===== config.mk =====
export PLATFORM = sky130hd
export DESIGN_NAME = ffba_ram
export DESIGN_NICKNAME = d
export VERILOG_FILES = /design/src/hw/rtl/ffba_ram.sv
export SDC_FILE = /design/constraint.sdc
export NUM_CORES = 2
export LEC_CHECK = 0
export ABC_AREA = 0
export BUFFER_PORTS_ARGS = -buffer_cell sky130_fd_sc_hd__buf_2
export CAP_MARGIN = 20
export CORE_ASPECT_RATIO = 0.75
export CORE_MARGIN = 2
export CORE_UTILIZATION = 50
export DETAILED_ROUTE_END_ITERATION = 10
export GPL_ROUTABILITY_DRIVEN = 0
export HOLD_SLACK_MARGIN = 0.06
export PLACE_DENSITY = 0.74
export SYNTH_ARGS = -nofsm -noshare
export SYNTH_HDL_FRONTEND = slang
export SYNTH_SLANG_ARGS = --single-unit

===== constraint.sdc =====
create_clock -name clk -period 3.1 [get_ports clk]
set_input_delay 0.31 -clock clk [delete_from_list [all_inputs] [get_ports clk]]
set_output_delay 0.31 -clock clk [all_outputs]
set_load 0.01 [all_outputs]

===== src/hw/rtl/ffba_ram.sv =====
module ffba_ram #(
	parameter int WIDTH = 8,
	parameter int DEPTH = 256
) (
	input  logic                     clk,
	input  logic                     we,
	input  logic [$clog2(DEPTH)-1:0] addr,
	input  logic [WIDTH-1:0]         wdata,
	output logic [WIDTH-1:0]         rdata
);

	logic [WIDTH-1:0] mem [DEPTH];

	always_ff @(posedge clk) begin
		if (we) begin
			mem[addr] <= wdata;
		end
		rdata <= mem[addr];
	end

endmodule


* Word level (Yosys, flattened, before mapping)
Memory sizes are Yosys's and may differ from the RTL's. A register that Yosys moved wholly into a read port is not among the register bits. Index checks and enable logic that the tools add are counted.
Storage, ports and cells: RAM bits 2048, output and inout port bits 8, logic and storage cells 3, memories 1, register bits 0, input bits 18
Cells by class: mux-type cells 2
Memories:
- mem | words 256, width 8, rd ports 1, clocked after memory_dff 1, write ports 1, line 12 | logic [WIDTH-1:0] mem [DEPTH];
Operators with widths (number):
- $mux 1 | 2

* Longest topological paths before layout
depth after elaboration 2, gate-level depth with buffers 10, mapped depth without buffers 5

* Worst setup path after synthesis
Ideal clock, no wire load.
path kind input -> register, start input addr[1], end memory mem[111][0] (enable), path slack 0.571 ns, setup time 0.370 ns, stages on the path 9, arrival time 2.159 ns, required time 2.730 ns, path buffers 5, cell sequence buf_2 > clkbuf_1 > clkbuf_1 > nand2_1 > buf_2 > nor2_1 > nand2_1 > clkbuf_1 > nor2_1
RTL lines:
- start: declaration | line 7 | input logic [$clog2(DEPTH)-1:0] addr,
- end: declaration | line 12
Straight into the memory's write port.

==> PnR_summary.wiki <==
{| class="wikitable"
! Metric !! Value
|-
| Run status || finished, final reports clean
|-
| Remaining max-slew budget at the tightest pin || 30.0%
|-
| Peak per-stage delay on the critical path || 0.91 ns
|-
| Cell area after layout || 0.0904 mm^2
|-
| Compound-gate portion of the synthesized area || 3.62%
|-
| Combinational family with the most area after synthesis || multiplexers
|-
| I/O pins || 26
|-
| Worst Setup Path Type || primary input to register
|-
| Number of global-route vias before repair || 39,726
|-
| Crit path buf inv count || 5
|-
| Number of standard cells after synthesis || 3,547
|-
| Multi-input logic area || 0.0158 mm^2
|-
| Global-route wire length before repair || 279,000 um
|-
| Max Freq || 0.366 GHz
|-
| Remaining DRCs || 0
|-
| Proportion of power drawn by flip-flops and latches || 55.1%
|-
| Pre-antenna DRT Iters || 6
|-
| Required time at the endpoint of the critical path || 3.78 ns
|-
| Switching share of power || 21.0%
|-
| Shortest clock period the worst path allows after layout || 2.73 ns
|-
| Horiz. Die Dim || 462 um
|-
| Placeable Area || 0.155 mm^2
|-
| Number of inserted filler cells in the final layout || 10,702
|-
| H-tree lvl count || 4
|-
| Proportion of synthesized chip area in sequential cells || 78.6%
|-
| Share of post-route cells with drive strength above 1 || 30.9%
|-
| Global-route total usage across every layer || 24.2%
|-
| Clock Root Buffer || sky130_fd_sc_hd__clkbuf_16
|-
| Net switching power of the design || 11,700 uW
|-
| Cell variety after synth || 22
|-
| Total clock buffers created by CTS || 177
|-
| Avg WL per Cell || 30.8 um
|-
| Post-Synthesis Net Count || 3,565
|-
| Worst Hold Class || primary input to register
|-
| Largest net degree at the start of global routing || 118
|-
| DRC violation total after the first TritonRoute iteration || 6,152
|-
| Xor-xnor portion of the synthesized cell area || 0%
|-
| Worst Max-Slew Pin Slew || 1.05 ns
|-
| Count of buffers inserted at the top-level ports || 25
|-
| Synth Area in Adders || 0%
|-
| Y dimension of the die || 347 um
|-
| Number of hold buffers added after cts || 2
|-
| Total internal power || 44,000 uW
|-
| Half-perimeter wire length after placement || 117,000 um
|-
| Crit end category || register
|-
| Leading cell type in the layout, fill and taps excluded || sky130_fd_sc_hd__edfxtp_1
|-
| Critical path arrival || 3.41 ns
|-
| Signed area change from the synthesized netlist to the final layout || 15.2%
|-
| Antenna violations before repair || 5
|-
| Die ar. || 0.160 mm^2
|-
| Final-report setup violation count || 0
|-
| Max FO, Critical Path || 21
|-
| Number of gates given a new drive strength after cts || 0
|-
| Placement-stage worst setup slack || -0.447 ns
|-
| Nets || 4,026
|-
| Count of final hold-check violations || 0
|-
| CP cell instances || buf_8 -> buf_12 -> buf_12 -> buf_4 -> mux4_2 -> a22oi_1 -> a21oi_1 -> o41ai_1 -> buf_4 -> nand4_1
|-
| Part of the power in the clock network || 40.0%
|-
| Max-cap violations || 0
|-
| Combinational cell fraction of total power || 4.9%
|-
| Clock-pin slew of the registers on the worst-case setup and hold paths || 0.07 ns
|-
| PnR worst setup slack || 0.369 ns
|-
| Vias/cell || 6.39
|-
| Commonest cells after routing, fill and taps aside || sky130_fd_sc_hd__edfxtp_1 (2,048), sky130_fd_sc_hd__mux4_2 (512), sky130_fd_sc_hd__buf_4 (429)
|-
| Cell area after placement || 0.0846 mm^2
|-
| Crit share post-route || 88.1%
|-
| Synthesized-area fraction occupied by and/or/nand/nor cells || 1.73%
|-
| Effective utilization at floorplan || 50.5%
|-
| Cell Area, Synth || 0.0785 mm^2
|-
| Post-CTS Setup Inserts || 0
|-
| Critical Path Slowest Stage Cell || sky130_fd_sc_hd__o41ai_1
|-
| Count of synthesis-stage warnings from yosys || 0
|-
| Routed wire length || 193,000 um
|-
| Maximum buffer depth of the clock tree || 3
|-
| Clock skew || 0.0309 ns
|-
| CTS Sinks || 2,056
|-
| Mux share of post-synthesis cell area || 14.7%
|-
| Area occupied by registers || 0.0617 mm^2
|-
| Register bit total from synthesis || 2,056
|-
| Unrepaired setup endpoints after global routing || false
|-
| Maximum VDD drop || 0.000646 V
|-
| TritonCTS clock tree || built
|-
| Avg Synthesized Cell Area || 22.1 um^2
|-
| Cell row count || 125
|-
| ANT nets after route || 0
|-
| Total via count in the routed design || 39,954
|-
| Total power per unit cell area || 616 mW/mm^2
|-
| Nature of the critical path startpoint || primary input
|-
| Crit path max-delay family || compound AO/OA/AOI/OAI gates
|-
| Sum of overflow across all layers after global routing || 0
|-
| Leakage Power || 0.0283 uW
|-
| Max-slew violation count || 0
|-
| Clock insertion delay at the later pin of the skew report || 0.81 ns
|}
flip-flops by register name, indices dropped and copies added, names as in the netlist:
signal / cells
rdata: 8
mem: 2048
logic make-up (layout without fill, tap and decap cells):
| kind of cell | Yosys count | in the layout |
|---|---|---|
| multiplexers | 512 | 512 |
| AND/OR/NAND/NOR | 330 | 330 |
| other | 0 | 3 |
| flip-flops | 2056 | 2056 |
| buffers and inverters | 233 | 841 |
| AO/OA/AOI/OAI | 416 | 416 |
metal layers:
layer | vias up | part of all wire [%] | global-route usage (%)
met2 | 2676 | 45 | 35.2
met1 | 20979 | 39 | 36.1
met3 | 299 | 13 | 6.81
met4 | 4 | 2.5 | 6.59
met5 | - | 0.012 | 0
li1 | 15996 | - | -
layout make-up:
cell class,instances,area share (%)
Sequential cell,2056,68.2
Clock inverter,101,1.21
Timing Repair Buffer,514,5.06
Tap cell,2095,2.90
Inverter,1,0.00415
Multi-Input combinational cell,1258,17.5
Antenna cell,3,0.00830
Clock buffer,225,5.17
synth_stat cells:
master	instances	area share [%]
sky130_fd_sc_hd__buf_1	19	0.091
sky130_fd_sc_hd__buf_2	36	0.23
sky130_fd_sc_hd__buf_6	16	0.23
sky130_fd_sc_hd__or3_1	1	0.0080
sky130_fd_sc_hd__o41ai_1	32	0.36
sky130_fd_sc_hd__nand4_1	8	0.064
sky130_fd_sc_hd__nand2b_1	6	0.048
sky130_fd_sc_hd__nor3_1	30	0.19
sky130_fd_sc_hd__nor2_1	232	1.1
sky130_fd_sc_hd__mux4_2	512	15
sky130_fd_sc_hd__inv_1	1	0.0048
sky130_fd_sc_hd__clkbuf_1	145	0.69
sky130_fd_sc_hd__nand2_1	28	0.13
sky130_fd_sc_hd__nor2b_1	7	0.056
sky130_fd_sc_hd__dfxtp_1	8	0.20
sky130_fd_sc_hd__or2_2	2	0.016
sky130_fd_sc_hd__nand3_1	13	0.083
sky130_fd_sc_hd__buf_4	16	0.15
sky130_fd_sc_hd__edfxtp_1	2048	78
sky130_fd_sc_hd__a22oi_1	256	2.4
sky130_fd_sc_hd__and2_1	3	0.024
sky130_fd_sc_hd__a21oi_1	128	0.82
worst paths after layout:
kind	slack [ns]	cells past startpoint	endpoint	startpoint
worst max-delay path	0.37	10	rdata[2]	addr[0]
worst min-delay path	0.14	1	mem[125][4]	wdata[4]
worst max register to register	0.39	6	rdata[2]	mem[250][2]
worst min register to register	0.97	5	rdata[0]	mem[33][0]
stage by stage:
stage          total power [uW]  std cells  setup TNS, ns  hold slack, ns  utilization (%)
2_1_floorplan             32600       3547              0           0.409                -
3_3_place_gp              33900       5919          -1.86           0.767             54.5
3_5_place_dp              34000       5920          -1.55           0.782             54.5
4_1_cts                   56000       6248              0           0.126             58.2
5_1_grt                   57000       6250              0           0.163             58.2
6_report                  55700       6253              0           0.139             58.2
power groups by stage:
stage	clock network, uW	registers [uW]	logic (uW)
final	22300	30700	2750
after detailed placement	0	31300	2720
after global routing	23500	30700	2880
after global placement	0	31300	2660
after floorplan	0	31300	1360
after CTS	22600	30700	2740
Note: power is estimated with default switching activity, not from simulation.
